==> src/rtl/core/sqt_pkg.sv <==
package sqt_pkg;

    localparam int unsigned DEPTH_DEF = 16;
    localparam int unsigned WORD_W    = 32;

    typedef logic signed [WORD_W-1:0] t_word;

    localparam logic [2:0] OP_APPEND = 3'd0;
    localparam logic [2:0] OP_SEARCH = 3'd1;
    localparam logic [2:0] OP_MODIFY = 3'd2;
    localparam logic [2:0] OP_DELETE = 3'd3;
    localparam logic [2:0] OP_LIST   = 3'd4;

    localparam logic [1:0] ST_OK        = 2'd0;
    localparam logic [1:0] ST_NOT_FOUND = 2'd1;
    localparam logic [1:0] ST_EMPTY     = 2'd2;
    localparam logic [1:0] ST_FULL      = 2'd3;

endpackage

==> src/rtl/core/sqt_if.sv <==
interface sqt_in_if;
    logic              valid;
    logic              ready;
    logic [2:0]        op;
    sqt_pkg::t_word    value;
    sqt_pkg::t_word    key;
    sqt_pkg::t_word    new_value;

    modport source (output valid, output op, output value, output key, output new_value,
                    input ready);
    modport sink   (input valid, input op, input value, input key, input new_value,
                    output ready);
endinterface

interface sqt_out_if;
    logic              valid;
    logic              ready;
    logic [1:0]        status;
    sqt_pkg::t_word    data;
    logic              last;

    modport source (output valid, output status, output data, output last, input ready);
    modport sink   (input valid, input status, input data, input last, output ready);
endinterface

==> src/rtl/core/searchable_queue_table_unit.sv <==
// Ordered queue of up to DEPTH signed 32-bit words held in a one-read, one-write
// RAM. One item is taken at a time: append answers ok or full, and the walking
// ops answer empty on an empty queue. Search, modify and delete walk every stored
// entry through the single registered read port and one compare; list gives one
// result per entry and waits whenever the output register is not drained. Delete
// moves each later entry down one slot during the same walk. Unknown op codes
// are dropped with no result.
module searchable_queue_table_unit #(
    parameter int unsigned DEPTH = sqt_pkg::DEPTH_DEF
) (
    input  logic         i_clk,
    input  logic         i_rst_n,
    sqt_in_if.sink       i_in,
    sqt_out_if.source    o_out
);

    localparam int unsigned AW = (DEPTH > 1) ? $clog2(DEPTH) : 1;
    localparam int unsigned CW = $clog2(DEPTH + 1);

    localparam logic [1:0] S_IDLE = 2'd0;
    localparam logic [1:0] S_RD   = 2'd1;
    localparam logic [1:0] S_CHK  = 2'd2;
    localparam logic [1:0] S_RSP  = 2'd3;

    logic [1:0]      r_state, n_state;
    logic [CW-1:0]   r_count, n_count;
    logic [AW-1:0]   r_idx, n_idx;
    logic            r_hit, n_hit;
    logic [2:0]      r_op, n_op;
    sqt_pkg::t_word  r_key, n_key;
    sqt_pkg::t_word  r_new, n_new;
    logic [1:0]      r_rsp, n_rsp;

    logic            r_ovalid, n_ovalid;
    logic [1:0]      r_ostatus, n_ostatus;
    sqt_pkg::t_word  r_odata, n_odata;
    logic            r_olast, n_olast;

    logic            wr_en;
    logic [AW-1:0]   wr_addr;
    sqt_pkg::t_word  wr_data;
    sqt_pkg::t_word  rd_data;
    logic            can_emit;
    logic            at_end;
    logic            match;
    logic            accept;

    sqt_ram #(.DEPTH(DEPTH), .AW(AW)) u_ram (
        .i_clk     (i_clk),
        .i_wr_en   (wr_en),
        .i_wr_addr (wr_addr),
        .i_wr_data (wr_data),
        .i_rd_addr (r_idx),
        .o_rd_data (rd_data)
    );

    assign i_in.ready   = (r_state == S_IDLE);
    assign accept       = i_in.valid && i_in.ready;
    assign can_emit     = !r_ovalid || o_out.ready;
    assign at_end       = ((CW'(r_idx) + CW'(1)) == r_count);
    assign match        = (rd_data == r_key);

    assign o_out.valid  = r_ovalid;
    assign o_out.status = r_ostatus;
    assign o_out.data   = r_odata;
    assign o_out.last   = r_olast;

    always_comb begin
        n_state   = r_state;
        n_count   = r_count;
        n_idx     = r_idx;
        n_hit     = r_hit;
        n_op      = r_op;
        n_key     = r_key;
        n_new     = r_new;
        n_rsp     = r_rsp;
        n_ovalid  = r_ovalid && !o_out.ready;
        n_ostatus = r_ostatus;
        n_odata   = r_odata;
        n_olast   = r_olast;
        wr_en     = 1'b0;
        wr_addr   = r_idx;
        wr_data   = r_new;

        case (r_state)
            S_IDLE: begin
                if (accept) begin
                    n_op  = i_in.op;
                    n_key = i_in.key;
                    n_new = i_in.new_value;
                    n_idx = '0;
                    n_hit = 1'b0;
                    case (i_in.op)
                        sqt_pkg::OP_APPEND: begin
                            n_state = S_RSP;
                            if (r_count == CW'(DEPTH)) begin
                                n_rsp = sqt_pkg::ST_FULL;
                            end else begin
                                n_rsp   = sqt_pkg::ST_OK;
                                wr_en   = 1'b1;
                                wr_addr = AW'(r_count);
                                wr_data = i_in.value;
                                n_count = r_count + CW'(1);
                            end
                        end
                        sqt_pkg::OP_SEARCH, sqt_pkg::OP_MODIFY,
                        sqt_pkg::OP_DELETE, sqt_pkg::OP_LIST: begin
                            if (r_count == '0) begin
                                n_rsp   = sqt_pkg::ST_EMPTY;
                                n_state = S_RSP;
                            end else begin
                                n_state = S_RD;
                            end
                        end
                        default: begin
                            n_state = S_IDLE;
                        end
                    endcase
                end
            end
            S_RD: begin
                n_state = S_CHK;
            end
            S_CHK: begin
                case (r_op)
                    sqt_pkg::OP_LIST: begin
                        if (can_emit) begin
                            n_ovalid  = 1'b1;
                            n_ostatus = sqt_pkg::ST_OK;
                            n_odata   = rd_data;
                            n_olast   = at_end;
                            n_state   = at_end ? S_IDLE : S_RD;
                            n_idx     = r_idx + AW'(1);
                        end
                    end
                    sqt_pkg::OP_DELETE: begin
                        // entries after the first match slide down one slot
                        if (r_hit) begin
                            wr_en   = 1'b1;
                            wr_addr = r_idx - AW'(1);
                            wr_data = rd_data;
                        end else if (match) begin
                            n_hit = 1'b1;
                        end
                        if (at_end) begin
                            n_state = S_RSP;
                            if (r_hit || match) begin
                                n_rsp   = sqt_pkg::ST_OK;
                                n_count = r_count - CW'(1);
                            end else begin
                                n_rsp = sqt_pkg::ST_NOT_FOUND;
                            end
                        end else begin
                            n_state = S_RD;
                            n_idx   = r_idx + AW'(1);
                        end
                    end
                    default: begin
                        if (match) begin
                            n_hit = 1'b1;
                            if (r_op == sqt_pkg::OP_MODIFY) begin
                                wr_en = 1'b1;
                            end
                        end
                        if (at_end) begin
                            n_state = S_RSP;
                            n_rsp   = (r_hit || match) ? sqt_pkg::ST_OK
                                                       : sqt_pkg::ST_NOT_FOUND;
                        end else begin
                            n_state = S_RD;
                            n_idx   = r_idx + AW'(1);
                        end
                    end
                endcase
            end
            S_RSP: begin
                if (can_emit) begin
                    n_ovalid  = 1'b1;
                    n_ostatus = r_rsp;
                    n_odata   = '0;
                    n_olast   = 1'b1;
                    n_state   = S_IDLE;
                end
            end
            default: begin
                n_state = S_IDLE;
            end
        endcase
    end

    always_ff @(posedge i_clk) begin
        if (!i_rst_n) begin
            r_state  <= S_IDLE;
            r_count  <= '0;
            r_ovalid <= 1'b0;
        end else begin
            r_state  <= n_state;
            r_count  <= n_count;
            r_ovalid <= n_ovalid;
        end
    end

    always_ff @(posedge i_clk) begin
        r_idx     <= n_idx;
        r_hit     <= n_hit;
        r_op      <= n_op;
        r_key     <= n_key;
        r_new     <= n_new;
        r_rsp     <= n_rsp;
        r_ostatus <= n_ostatus;
        r_odata   <= n_odata;
        r_olast   <= n_olast;
    end

`ifndef SYNTHESIS
    a_count_bound: assert property (@(posedge i_clk) disable iff (!i_rst_n)
        r_count <= CW'(DEPTH))
        else $error("fill count above depth");

    a_append_grows: assert property (@(posedge i_clk) disable iff (!i_rst_n)
        (accept && i_in.op == sqt_pkg::OP_APPEND && r_count != CW'(DEPTH))
        |=> (r_count == $past(r_count) + CW'(1)))
        else $error("append did not grow the queue");

    a_walk_in_range: assert property (@(posedge i_clk) disable iff (!i_rst_n)
        (r_state == S_CHK) |-> (CW'(r_idx) < r_count))
        else $error("walk index past fill count");

    a_status_data_zero: assert property (@(posedge i_clk) disable iff (!i_rst_n)
        (r_ovalid && r_ostatus != sqt_pkg::ST_OK) |-> (r_odata == '0 && r_olast))
        else $error("status item with data or without last");
`endif

endmodule

==> src/rtl/core/sqt_ram.sv <==
module sqt_ram #(
    parameter int unsigned DEPTH = sqt_pkg::DEPTH_DEF,
    parameter int unsigned AW    = (DEPTH > 1) ? $clog2(DEPTH) : 1
) (
    input  logic                 i_clk,
    input  logic                 i_wr_en,
    input  logic [AW-1:0]        i_wr_addr,
    input  sqt_pkg::t_word       i_wr_data,
    input  logic [AW-1:0]        i_rd_addr,
    output sqt_pkg::t_word       o_rd_data
);

    sqt_pkg::t_word r_mem [DEPTH];
    sqt_pkg::t_word r_rd_data;

    always_ff @(posedge i_clk) begin
        if (i_wr_en) begin
            r_mem[i_wr_addr] <= i_wr_data;
        end
        r_rd_data <= r_mem[i_rd_addr];
    end

    assign o_rd_data = r_rd_data;

endmodule
==> src/flat_wrapper.sv <==
// flat-port wrapper written by rule: the top's interface ports become plain ports
module searchable_queue_table_unit_flat 
#(
    parameter int unsigned DEPTH = sqt_pkg::DEPTH_DEF
)
  (i_clk, i_rst_n, i_in_valid, i_in_op, i_in_value, i_in_key, i_in_new_value, i_in_ready, o_out_valid, o_out_status, o_out_data, o_out_last, o_out_ready);
  sqt_in_if i_in_i ();
  sqt_out_if o_out_i ();
  input  logic i_clk;
  input  logic i_rst_n;
  input wire logic [$bits(i_in_i.valid)-1:0] i_in_valid;
  input wire logic [$bits(i_in_i.op)-1:0] i_in_op;
  input wire logic [$bits(i_in_i.value)-1:0] i_in_value;
  input wire logic [$bits(i_in_i.key)-1:0] i_in_key;
  input wire logic [$bits(i_in_i.new_value)-1:0] i_in_new_value;
  output wire logic [$bits(i_in_i.ready)-1:0] i_in_ready;
  output wire logic [$bits(o_out_i.valid)-1:0] o_out_valid;
  output wire logic [$bits(o_out_i.status)-1:0] o_out_status;
  output wire logic [$bits(o_out_i.data)-1:0] o_out_data;
  output wire logic [$bits(o_out_i.last)-1:0] o_out_last;
  input wire logic [$bits(o_out_i.ready)-1:0] o_out_ready;
  assign i_in_i.valid = i_in_valid;
  assign i_in_i.op = i_in_op;
  assign i_in_i.value = i_in_value;
  assign i_in_i.key = i_in_key;
  assign i_in_i.new_value = i_in_new_value;
  assign i_in_ready = i_in_i.ready;
  assign o_out_valid = o_out_i.valid;
  assign o_out_status = o_out_i.status;
  assign o_out_data = o_out_i.data;
  assign o_out_last = o_out_i.last;
  assign o_out_i.ready = o_out_ready;
  searchable_queue_table_unit #(.DEPTH(DEPTH)) u_core (.i_clk(i_clk), .i_rst_n(i_rst_n), .i_in(i_in_i), .o_out(o_out_i));
endmodule
==> config.mk <==
export PLATFORM = sky130hd
export DESIGN_NAME = searchable_queue_table_unit_flat
export DESIGN_NICKNAME = d
export VERILOG_FILES = /design/src/rtl/core/sqt_pkg.sv /design/src/rtl/core/sqt_if.sv /design/src/rtl/core/searchable_queue_table_unit.sv /design/src/rtl/core/sqt_ram.sv /design/src/flat_wrapper.sv
export SDC_FILE = /design/constraint.sdc
export NUM_CORES = 1
export LEC_CHECK = 0
export BUFFER_PORTS_ARGS = -buffer_cell sky130_fd_sc_hd__buf_2
export CORE_MARGIN = 1.5
export CORE_UTILIZATION = 40
export CTS_CLUSTER_SIZE = 28
export DETAILED_ROUTE_END_ITERATION = 8
export GPL_TIMING_DRIVEN = 0
export MAX_ROUTING_LAYER = met4
export PLACE_DENSITY = 0.54
export SYNTH_ARGS = -nofsm -noshare
export SYNTH_HDL_FRONTEND = slang
export SYNTH_SLANG_ARGS = --single-unit
==> constraint.sdc <==
create_clock -name i_clk -period 7.3 [get_ports i_clk]
set_input_delay 0.73 -clock i_clk [delete_from_list [all_inputs] [get_ports i_clk]]
set_output_delay 0.73 -clock i_clk [all_outputs]
set_load 0.005 [all_outputs]
==> results.md, run 1 <==
- The area of combinational cells with multiple inputs is 5693 µm².
- The instance area at placement is between 20000 and 30000 µm².
- The number of resized instances in the post-cts repair step is 0.
- The final instance count without filler cells is about 2400.
- The largest delay contributor family on the critical path is simple AND/OR/NAND/NOR gates.
- On the critical path, the stage with the largest delay is an instance of o41ai_1.
- The first global-routing pass estimated roughly 96000 µm of wire.
- The initial antenna violation count came to 1.
- The maximum number of pins on one net before global-route repair is 46.
- The clock-pin slew on the worst setup and hold paths is roughly 0.06 ns.
- The total of fill cells in the finished design is about 5200.
- In this run, post-CTS hold repair placed 0 buffers.
- The root buffer cell is clkbuf_16.
- The number of levels in the clock H-tree is 3.
- The number of enable-type register cells in the synthesized netlist is around 620.
- The transition time at the pin with the least slew margin is ~1.3 ns.
- In this run, the number of DRC markers left after iteration 0 of detailed routing was approximately 1700.
- The buffer levels on the longest clock path is 3.
- For this run, the slowest stage of the critical path takes about 1.1 ns.
- The count of buffers from port buffering is about 140.
- Ranked by total cell area, the synthesized netlist is headed by edfxtp_1, mux4_2, dfxtp_1.
- The leading register cell type out of synthesis is edfxtp_1.
- The synthesized area per cell is 21.05 µm².
- The signal on the critical path passes through xor2_1 -> nor4_1 -> nand4_1 -> o41ai_1 -> nand4b_1 -> nor3_2 -> buf_6 -> buf_6 -> buf_6.
- The clock sink count is roughly 660.
- In this run the remaining antenna-violating nets after routing total 0.
- Summed over all failing endpoints, the final setup total negative slack is 0 ns.
- The core area is 62970 µm².
- The HPWL reported at the end of detailed placement is around 43000 µm.
- The library cell with the largest summed area after synthesis is edfxtp_1.
- The total number of yosys warnings is 0.
- The worst-case clock skew is 0.04074 ns.
- The antenna diode count is 0.
- Clock tree synthesis inserted a total of a little over 70 buffers.
- At the worst endpoint, the arrival time is a little under 6 ns.
- The via count of the first global-routing pass was 13300.
- The sequential cell area is ~19000 µm².
- The synthesized netlist net count is between 1000 and 1500.
- The initial utilization of the core area, before any placement, comes to 0.4036.
- The flow ran to the end, and the final reports show no timing, DRC or antenna violations.
- The final setup violation count is 0.
- The post-synthesis instance total is between 1000 and 1500.
- After detailed routing, the average wire length per cell comes to approximately 29 µm.
- Setup repair after global routing left no endpoint under its margin.
- The critical path class is reg -> reg.
- Among the stages of the critical path, the cell type that occurs most often is buf_6.
- The relative slew slack is 0.1075.
- For this design the static power due to leakage is ~0.0098 µW.
- For this run, design rule violations remaining after detail routing come to 0.
- The fraction of layout instances using a drive strength above 1 is 0.3030.
- After synthesis, the share of flip-flops with an asynchronous set or reset is 0.
- The required time reported for the critical path endpoint is 7.62 ns.
- Summed over all layers, the routed wires come to about 67000 µm.
- For this run, the total global-route usage over all layers was measured as 0.2187.
- The die covers between 60000 and 70000 µm².
- The total number of nets in the final design is 1557.
- VDD sags by at most about 0.00018 V.
- The kind of start point of the critical path is a register.
- The detailed-routing iteration count for the pre-antenna-repair pass is 5.
- The number of buffers and inverters on the critical path is 3.
- The tool flagged a number of max-cap violations equal to 0.
- In this run the worst path has a maximum fanout of 6.
- The via count is around 13000.
- The floorplan step set the die height to between 200 and 300 µm.
- The type of destination of the critical path is a register.
- The via density per instance is about 5.6.
- In this run the horizontal extent of the chip is about 260 µm.
- The final-report max-slew violation count is 0.
- The final critical-path share of the clock period is 0.7477.
- The number of rows created at floorplan is 92.
- Yosys mapped the design onto 56 distinct sky130hd cell types.
- The core utilization of the finished layout is 0.4785.
- The layout-stage area growth over the synthesis result is 18.57%.
- The final estimated routing congestion in global placement is 0.8339.
- The timing-limited maximum frequency is 183.2 MHz.
- The clock insertion delay at the later pin of the skew report is approximately 0.64 ns.
- The power density over the cells is roughly 320 nW/µm².
- Counting tap cells, the placed design contains a total of 2220 instances.
- The number of buffers inserted by post-CTS setup repair is 0.
- During I/O placement, the number of pins put on the boundary was 140.
- After global routing the overflow that remains totals 0.
- The register bit count reported by yosys is 661.
- The CTS tree is done.
- The worst path in the final design needs a cycle of between 5 and 6 ns, including I/O delays and setup.
- The final hold violation count is 0.
- In this run the cell area of the synthesized design comes to around 25000 µm².
- The final design area excluding fillers is about 30000 µm².
- The kind of path behind the tightest hold check is in -> reg.
- The share of the synthesized area in the top cell type is 0.7338.
- The sequential element share of the synthesized area is 0.7653.
-- sequential cells by signal, summed over array words and instances, names as in the netlist --
register                flops
u_core.u_ram.r_mem        512
u_core.r_hit                1
u_core.o_out.last           1
u_core.r_new               32
u_core.r_rsp                2
u_core.o_out.valid          1
u_core.o_out.data          32
u_core.r_key               32
u_core.r_op                 3
u_core.u_ram.o_rd_data     32
u_core.r_state              2
u_core.r_idx                4
u_core.r_count              5
u_core.o_out.status         2
-- layout make-up --
class,instances,share of cell area
inverter,43,0.005440
timing repair buffer,167,0.04115
multi-input combinational,441,0.1889
clock buffer,105,0.06661
sequential,661,0.6455
clock inverter,26,0.009385
buffer,62,0.007890
tap,846,0.03513
-- cells in the mapped netlist, types with 3 or more instances --
cell type / number
mux2i_1: 5
a21oi_1: 7
clkbuf_1: 48
xnor2_1: 6
nor2_1: 28
nor4_1: 9
nand3_1: 12
and2_1: 34
o21ai_0: 16
ha_1: 5
or3_1: 3
nand2b_1: 3
mux4_2: 160
buf_1: 11
nor2b_1: 4
nand4_1: 3
o211ai_1: 3
nand2_1: 27
buf_2: 3
and3_1: 4
a222oi_1: 32
a31oi_1: 3
nor3_1: 7
inv_1: 43
xor2_1: 34
dfxtp_1: 40
edfxtp_1: 621
-- cell families after synthesis --
kind of cell / share of synthesized area
adder cells (fa/ha/maj): 0.003250
XOR/XNOR: 0.01379
buffers and inverters: 0.01566
flip-flops: 0.7653
multiplexers: 0.1438
AND/OR/NAND/NOR: 0.03112
AO/OA/AOI/OAI: 0.02713
-- final timing paths --
check | startpoint | slack [ns] | to | cells past startpoint
min | i_in_new_value[23] | 0.27 | u_core.r_new[23] | 1
max | u_core.u_ram.o_rd_data[2] | 1.84 | u_core.u_ram.r_mem[3][19] | 9
max reg2reg | u_core.u_ram.o_rd_data[2] | 1.84 | u_core.u_ram.r_mem[3][19] | 9
min reg2reg | u_core.r_rsp[0] | 0.56 | u_core.o_out.status[0] | 1
-- layout by cell type, fill, tap and decap left out, drive strengths merged, types with 2 or more instances in the layout --
cell type and instances:
o21a 2, nand2 27, nand3b 2, inv 45, ha 5, mux2i 5, or4 2, xor2 34
or3 3, nand4b 2, mux4 160, nor2 28, a2111oi 2, nor3 7, nand2b 3, and2 34
o21ai 17, nor4 10, nand3 12, a21oi 7, and3 4, o41ai 2, xnor2 6, buf 181
a21o 2, bufinv 2, dfxtp 40, a31oi 3, clkbuf 153, nor2b 4, o221ai 2, o211ai 3
clkinv 21, edfxtp 621, a211oi 2, nand4 3, a222oi 32
-- power breakdown --
part / leakage (µW) / total [µW] / internal (µW) / switching, µW
registers: 0.00596 / 4640 / 4430 / 209
clock network: 0.00111 / 3530 / 2010 / 1520
logic: 0.00274 / 1430 / 614 / 819
-- metrics by stage --
step / setup slack (ns) / hold WS (ns) / total power [µW]
after detailed placement: 2.007 / 0.5521 / 6168
after CTS: 1.955 / 0.2314 / 9679
final: 1.842 / 0.2662 / 9599
after global routing: 1.950 / 0.2461 / 9925
after floorplan: 2.423 / 0.5220 / 5522
after global placement: -2.550 / 0.5430 / 6129
-- layer usage --
metal | wire, µm | vias up | track usage
met5 | 0 | - | -
met2 | 31630 | 496 | 0.3330
li1 | - | 5495 | -
met1 | 29240 | 6949 | 0.3002
met4 | 1695 | 0 | 0.05934
met3 | 4695 | 109 | 0.04627
No activity file was read; power rests on OpenSTA's default activity.
==> run 2, diff against run 1 <==
--- a/config.mk
+++ b/config.mk
@@ -5,6 +5,7 @@
 export SDC_FILE = /design/constraint.sdc
 export NUM_CORES = 1
 export LEC_CHECK = 0
+export ABC_AREA = 1
 export BUFFER_PORTS_ARGS = -buffer_cell sky130_fd_sc_hd__buf_2
 export CORE_MARGIN = 1.5
 export CORE_UTILIZATION = 40
@@ -12,7 +13,7 @@
 export DETAILED_ROUTE_END_ITERATION = 8
 export GPL_TIMING_DRIVEN = 0
 export MAX_ROUTING_LAYER = met4
-export PLACE_DENSITY = 0.54
+export PLACE_DENSITY = 0.56
 export SYNTH_ARGS = -nofsm -noshare
 export SYNTH_HDL_FRONTEND = slang
 export SYNTH_SLANG_ARGS = --single-unit
==> constraint.sdc (replaced) <==
create_clock -name i_clk -period 4.6 [get_ports i_clk]
set_input_delay 0.46 -clock i_clk [delete_from_list [all_inputs] [get_ports i_clk]]
set_output_delay 0.46 -clock i_clk [all_outputs]
set_load 0.005 [all_outputs]
==> results.md, run 2 <==
- The final period demand of the worst path is 4.510 ns.
- In this run the count of I/O pins placed on the die edge is 140.
- Static timing analysis puts the maximum clock frequency at 221.7 MHz.
- Counting flops per register, the top entry is u_core.u_ram.r_mem.
- The completed layout was analyzed and its total power is about 18000 µW.
- The total negative slack for setup checks is 0 ns.
- The total wire length after detailed routing is 84290 µm.
- The tool flagged a number of max-cap violations equal to 0.
- The final layout contains 2381 nets.
- The power dissipated by switching net loads is 6248 µW.
- The final design area excluding fillers is between 30000 and 40000 µm².
- The core area is about 64000 µm².
- The die boundary height is 258.5 µm.
- The final setup violation count is 0.
- The power density over the cells is 582.0 nW/µm².
- Summing all multi-input logic gate instances after layout gives between 5000 and 6000 µm².
- By area the synthesized netlist is led by edfxtp_1, o21ai_0, nor2_1.
- The worst register-to-register path has a setup slack of about 0.090 ns.
- The maximum number of pins on one net before global-route repair is 55.
- The initial antenna violation count was 2.
- The overall overflow remaining after global route is 0.
- The number of levels in the clock H-tree is 3.
- The final critical-path share of the clock period is 0.9805.
- The root buffer cell chosen for the clock tree is clkbuf_16.
- The internal power consumption is ~12000 µW.
- In this run the critical register-to-register path is captured at u_core.u_ram.r_mem[12][13].
- The post-detailed-route count of antenna-violating nets is 0.
- The final hold violation count is 0.
- The clock-pin slew on the worst setup and hold paths is around 0.06 ns.
- The sequential element share of the synthesized area is 0.7449.
- The tightest min-delay check is of the in -> reg type.
- The register with the most flip-flops in the layout has 512 of them.
- STA classifies the critical path endpoint as a register.
- In the synthesized netlist, the number of instances is around 2000.
- The mapped netlist covers roughly 26000 µm².
- The total of fill cells in the finished design is around 5700.
- The power share of the combinational group is 0.264.
- The sequential cells in the finished layout cover a total of 19450 µm².
- The worst-case clock skew is about 0.024 ns.
- Setup repair after global routing left no endpoint under its margin.
- The initial detailed-routing violation count is 2379.
- Of the total power, the share spent switching nets is 0.3456.
- The flow ran to the end, and the final reports show no timing, DRC or antenna violations.
- In this run the tightest slew margin relative to its limit is 0.03877.
- For this run, design rule violations remaining after detail routing come to 0.
- The total clock buffers created by CTS is 70.
- For this run, the share of the core covered by cells in the final layout is 0.4820.
- The final-report max-slew violation count is 0.
- The global-route wire length before repair is roughly 120000 µm.
- The via count of the first global-routing pass is approximately 17000.
- The synthesized design contains roughly 660 register bits.
- The average detailed-routed wire length per instance is between 20 and 30 µm.
- The most common library cell in the layout ignoring fill and taps is edfxtp_1.
- In this run the worst path has a maximum fanout of 18.
- When the netlist entered floorplanning its net count stood at roughly 2100.
- The HPWL reported at the end of detailed placement is around 56000 µm.
- STA classifies the critical path startpoint as a register.
- The depth of the most critical reg-to-reg path is 13.
- The critical register-to-register path startpoint is u_core.r_idx[1].
- The required time reported for the critical path endpoint is between 4 and 5 ns.
- The fraction of layout instances using a drive strength above 1 is 0.1452.
- The number of distinct library cells after synthesis is 37.
- Summing all placed instances gives a cell area of approximately 28000 µm².
- Across the VDD grid, the largest voltage drop is roughly 0.00032 V.
- The worst hold endpoint is u_core.r_new[10].
- The standby leakage power is about 0.011 µW.
- The synthesized area per cell is around 13 µm².
- The share of synthesized area in the top cell type comes to 0.7143.
- The via density per instance is about 5.6.
- The most used standard cell by instance count after synthesis is edfxtp_1.
- The CTS tree is done.
- Counting flops with an async set or reset pin after synthesis yields a share of 0.
- The clock sink count is approximately 660.
- The total routing usage reported by global routing is 0.2564.
- The arrival time reported for the critical path endpoint is ~4.8 ns.
- Gates resized during post-CTS repair numbered 0.
- The routed layout has 17980 vias.
- At the later pin of the worst-skew pair, clock insertion delay measures 0.63 ns.
- The area growth from synthesis to layout is 19.01%.
- The library cell with the largest summed area after synthesis is edfxtp_1.
- Along the worst hold path, the cell count comes to 1.
- The number of enable-type register cells in the synthesized netlist is just over 600.
- Leaving out fill and tap cells, the most frequent cells in the layout are edfxtp_1, nor2_1, o21ai_0.
- The die covers around 67000 µm².
- The final estimated routing congestion in global placement is ~0.92.
- For this configuration, the core starts out at a cell density of 0.4050.
- The minimum hold slack is approximately 0.018 ns.
- The worst hold path begins at i_in_new_value[10].
- The setup path with the least slack is of type reg -> reg.
- The leading register cell type out of synthesis is edfxtp_1.
- The share of total power dissipated in the clock network is 0.304.
- The floorplan step set the die width to between 200 and 300 µm.
- The count of buffers from port buffering is 139.
- Of the total power, registers draw 0.432.
- For the pin with the worst max-slew slack, the measured transition is 1.442 ns.
- By count the netlist is led by edfxtp_1, nor2_1, o21ai_0, nand2_1, o221ai_1.
- Yosys printed 0 warnings.
- Counting along the longest clock path gives a buffer depth of 3.
- The first TritonRoute pass finished after 6 iterations.
- The number of rows created at floorplan is 93.
==> run 2: cell count changes after synthesis, moves of 28 or more <==
cell      before  now
a222oi_1      32    0
and2_1        34    1
clkbuf_1      48   96
inv_1         43   91
mux4_2       160    0
nand2_1       27  160
nand3_1       12   44
nor2_1        28  350
o211ai_1       3   37
o21ai_0       16  280
o221ai_1       2  102
o22ai_1        1   36
xor2_1        34    6
==> run 2: cell type report <==
cell class,count,area share
sequential,661,0.6260
multi-input combinational,1122,0.1910
tap,855,0.03443
buffer,121,0.01595
timing repair buffer,195,0.04865
clock inverter,24,0.006121
antenna,1,0.00008054
clock buffer,104,0.06544
inverter,101,0.01236
==> run 2: per-stage QoR <==
| step | setup WS, ns | cells |
|---|---|---|
| 6_report | 0.08965 | 3184 |
| 3_3_place_gp | -2.074 | 2999 |
| 3_5_place_dp | 0.1004 | 3025 |
| 5_1_grt | 0.01842 | 3184 |
| 2_1_floorplan | 0.6759 | 2005 |
| 4_1_cts | 0.06223 | 3170 |
==> run 2: cells by family (layout without fill, tap and decap cells) <==
group / after synthesis / count (layout) / share of synthesized area
DFF: 661 / 661 / 0.7449
AOI/OAI and AO/OA: 514 / 514 / 0.1213
other: 0 / 1 / 0
buffers and inverters: 222 / 545 / 0.03360
xor gates and xnor gates: 29 / 29 / 0.009729
adders and majority gates: 6 / 6 / 0.003163
and+or+nand+nor: 573 / 573 / 0.08727
==> run 2: repair_timing <==
action,4_1_cts,5_1_grt
setup endpoints to repair,0,41
hold endpoints to repair,17,0
hold buffers,17,0
buffers inserted,0,11
==> run 2: power by group through the flow <==
stage	Sequential [µW]	Combinational [µW]	Clock, µW
floorplan	7740	2600	0
global placement	7950	4410	0
detailed placement	7930	4610	0
CTS	7800	4640	5540
global route	7830	5090	5760
finish	7810	4780	5490
==> run 2: critical path, stage by stage, from the launching register on <==
cell and delay, ns:
edfxtp_1 0.58, inv_1 0.24, clkbuf_1 0.40, clkbuf_1 0.68, ha_1 0.27, inv_1 0.07
nor2_1 0.16, nand2_1 0.07, o21ai_0 0.08, inv_1 0.06, nand2_1 0.13, nand3_1 0.35
nor2_4 0.82, buf_12 0.28
==> run 2: how the worst max path moves through the flow <==
stage,from,to
after floorplan,u_core.r_state[0],u_core.u_ram.r_mem[0][0]
after global placement,u_core.r_state[0],u_core.u_ram.r_mem[8][7]
after detailed placement,u_core.r_idx[1],u_core.u_ram.r_mem[10][2]
after CTS,u_core.r_idx[1],u_core.u_ram.r_mem[10][2]
after global routing,u_core.r_idx[1],u_core.u_ram.r_mem[12][30]
final,u_core.r_idx[1],u_core.u_ram.r_mem[12][13]
==> run 2: routing by layer <==
layer,vias to the layer above,share of wire,track usage
met3,128,0.088,0.04665
li1,7945,-,-
met1,8986,0.41,0.3298
met4,0,0.028,0.08772
met5,-,0,-
met2,924,0.48,0.4098
==> run 3, diff against run 2 <==
--- a/config.mk
+++ b/config.mk
@@ -13,7 +13,7 @@
 export DETAILED_ROUTE_END_ITERATION = 8
 export GPL_TIMING_DRIVEN = 0
 export MAX_ROUTING_LAYER = met4
-export PLACE_DENSITY = 0.56
+export PLACE_DENSITY = 0.54
 export SYNTH_ARGS = -nofsm -noshare
 export SYNTH_HDL_FRONTEND = slang
 export SYNTH_SLANG_ARGS = --single-unit
==> results.md, run 3 (synthesized netlist as in run 2, its figures left out) <==
- The run finished with clean final reports.
- The largest register by flop count is u_core.u_ram.r_mem.
- STA classifies the critical path startpoint as a register.
- The register with the most flip-flops in the layout has slightly above 500 of them.
- The finished layout holds 3189 standard cells, fillers aside.
- For hold timing, the worst endpoint is u_core.r_key[2].
- met2 is the most crowded layer.
- The post-detailed-route count of antenna-violating nets is 0.
- The kind of path behind the tightest hold check is in -> reg.
- The final critical-path share of the clock period is 0.9665.
- The transition time at the pin with the least slew margin is roughly 1.4 ns.
- In the global route stage, met1 resource usage came out at 0.3343.
- The number of rows created at floorplan is between 90 and 100.
- The critical path class is reg -> reg.
- Final hold analysis gives a worst-case slack of 0.01661 ns.
- The worst setup path is captured at a register.
- STA puts the critical path data required time at 4.91 ns.
- CTS placed an instance of clkbuf_16 at the clock tree root.
- The worst-case clock skew is 0.02651 ns.
- The number of cells on the worst hold path is 1.
- The first global-routing pass estimated approximately 120000 µm of wire.
- The worst-case register-to-register setup slack is approximately 0.15 ns.
- Entering global routing, the biggest net connects 56 pins.
- The number of levels in the clock H-tree is 3.
- Setup slack on the critical path of the routed design comes to around 0.15 ns.
- The buffer levels on the longest clock path is 3.
- The power density over the cells is 585.1 nW/µm².
- Measured against its own limit, the worst slew margin works out to 0.05155.
- After the last flow step, the layout net total stands at around 2400.
- For met3 alone, demand over resource in global routing was 0.04441.
- The floorplan step defined a die boundary enclosing ~67000 µm².
- Once placement completed, the tool counted placed cells totaling 3025.
- The library cell used most frequently in the layout, excluding fill and tap cells, is edfxtp_1.
- The via count of the first global-routing pass is 17590.
- The detailed-routing iteration count for the pre-antenna-repair pass is 8.
- The core area is approximately 64000 µm².
- The HPWL reported at the end of detailed placement is 56730 µm.
- The clock period could shrink to 4.446 ns.
- Setup repair after global routing could not meet its margin everywhere.
- In this run the critical register-to-register path is captured at u_core.u_ram.r_mem[10][13].
- The layout-stage area growth over the synthesis result is 19.56%.
- TritonCTS built the clock tree.
- In this run, the number of DRC markers left after iteration 0 of detailed routing was just under 2000.
- Clock tree synthesis found a total of about 660 sinks.
- After detailed routing, the number of vias per cell comes to roughly 5.7.
- The die boundary height is between 200 and 300 µm.
- The launch point of the worst hold path is i_in_key[2].
- Across every metal layer, demand over resource in global routing totals 0.2596.
- The clock reaches the later pin of the worst-skew pair after ~0.63 ns.
- Measured in cells, the most critical reg-to-reg path has a length of 14.
- During placement, the flow inserted port buffers numbering around 140.
- In this run, CTS created clock tree buffers numbering slightly above 70.
- After detailed routing, the total wire length is ~85000 µm.
- 140 I/O pins were placed.
- The via count is 18040.
- The peak supply drop is 0.0002430 V.
- Data on the critical path arrives at its endpoint at roughly 4.8 ns.
- The overall overflow remaining after global route is 0.
- The initial antenna violation count is 2.
- The floorplan step set the die width to ~260 µm.
- The top fanout value on the critical path is 19.
- The timing-limited maximum frequency is approximately 220 MHz.
- The initial utilization of the core area, before any placement, comes to 0.4050.
- Timing analysis after detailed placement gives a worst setup slack of 0.08741 ns.
- Measured on the finished design, the core utilization comes to 0.4842.
- The final hold violation count came to 0.
- Across the run, the number of max-cap violations was 0.
- The critical register-to-register path startpoint is u_core.r_idx[1].
- The library cells used most frequently in the layout, excluding fill and tap cells, are edfxtp_1, nor2_1, o21ai_0.
- The final setup violation count is 0.
- The antenna diode count is 0.
- The final-report max-slew violation count was 0.
- In the final layout, the share of cells above drive strength 1 is 0.1478.
- The number of resized instances in the post-cts repair step is 0.
- The global-route track usage on met2 is 0.4187.
- The final estimated routing congestion in global placement is 0.8945.
- The standby leakage power is approximately 0.011 µW.
- After detailed routing, the average wire length per cell comes to 26.64 µm.
- Clock-pin slew was measured on the worst setup and hold paths at about 0.06 ns.
- Tracing the worst setup path back leads to its startpoint at u_core.r_idx[1].
- After detailed routing, the number of remaining DRC violations is 0.
## run 3: cell count changes in the layout (fill, tap and decap cells not counted), moves of 2 or more
cell	before	now
bufinv_16	2	6
buf_4	15	13
buf_12	17	22
clkinv_1	8	14
clkinv_2	13	19
clkbuf_8	9	3
clkbuf_1	118	110
## run 3: layer usage
layer  wire length [µm]  share of wire
met1              33670           0.40
met2              40680           0.48
met3               8239          0.097
met4               2352          0.028
met5                  0              0
## run 3: how the worst max path moves through the flow
stage / cells past startpoint / endpoint
finish: 14 / u_core.u_ram.r_mem[10][13]
global route: 14 / u_core.u_ram.r_mem[10][1]
CTS: 14 / u_core.u_ram.r_mem[15][20]
detailed placement: 14 / u_core.u_ram.r_mem[11][7]
global placement: 12 / u_core.u_ram.r_mem[8][2]
floorplan: 12 / u_core.u_ram.r_mem[0][0]
## run 3: area by class of cell
type / instances / area [µm²]
plain buffers: 121 / 495.5
clock buffers: 91 / 1946
clock inverters: 40 / 356.6
fillers: 5657 / 33250
inverters: 101 / 384.1
multi-input cells: 1122 / 5934
flip-flops and latches: 661 / 19450
well taps: 855 / 1070
repair buffers: 198 / 1579
## run 3: power by group
group | internal (µW) | switching [µW]
combinational | 1200 | 3560
sequential | 7460 | 355
clock | 3330 | 2360
total | 12000 | 6280
## run 3: per-stage QoR
step	power (µW)	TNS [ns]	cell area, µm²
final	18260	0	31210
after global placement	12380	-1021.06	27870
after floorplan	10330	0	26110
after detailed placement	12560	0	28470
after CTS	18200	0	30960
after global routing	18930	-0.04205	31210
## run 3: what timing repair did
| item | CTS | global route |
|---|---|---|
| endpoints found under the setup margin | 0 | 58 |
| endpoints found under the hold margin | 18 | 0 |
| hold buffers | 18 | 0 |
| buffers inserted | 0 | 13 |
## run 3: critical path, stage by stage, from the launching register on
cell	delay [ns]
edfxtp_1	0.60
inv_1	0.22
clkbuf_1	0.41
clkbuf_1	0.65
ha_1	0.40
inv_1	0.09
nor2_1	0.06
nand2_1	0.06
o21ai_0	0.07
inv_1	0.08
nand2_1	0.10
inv_1	0.09
nand3_1	0.34
nor2_4	0.66
buf_12	0.27
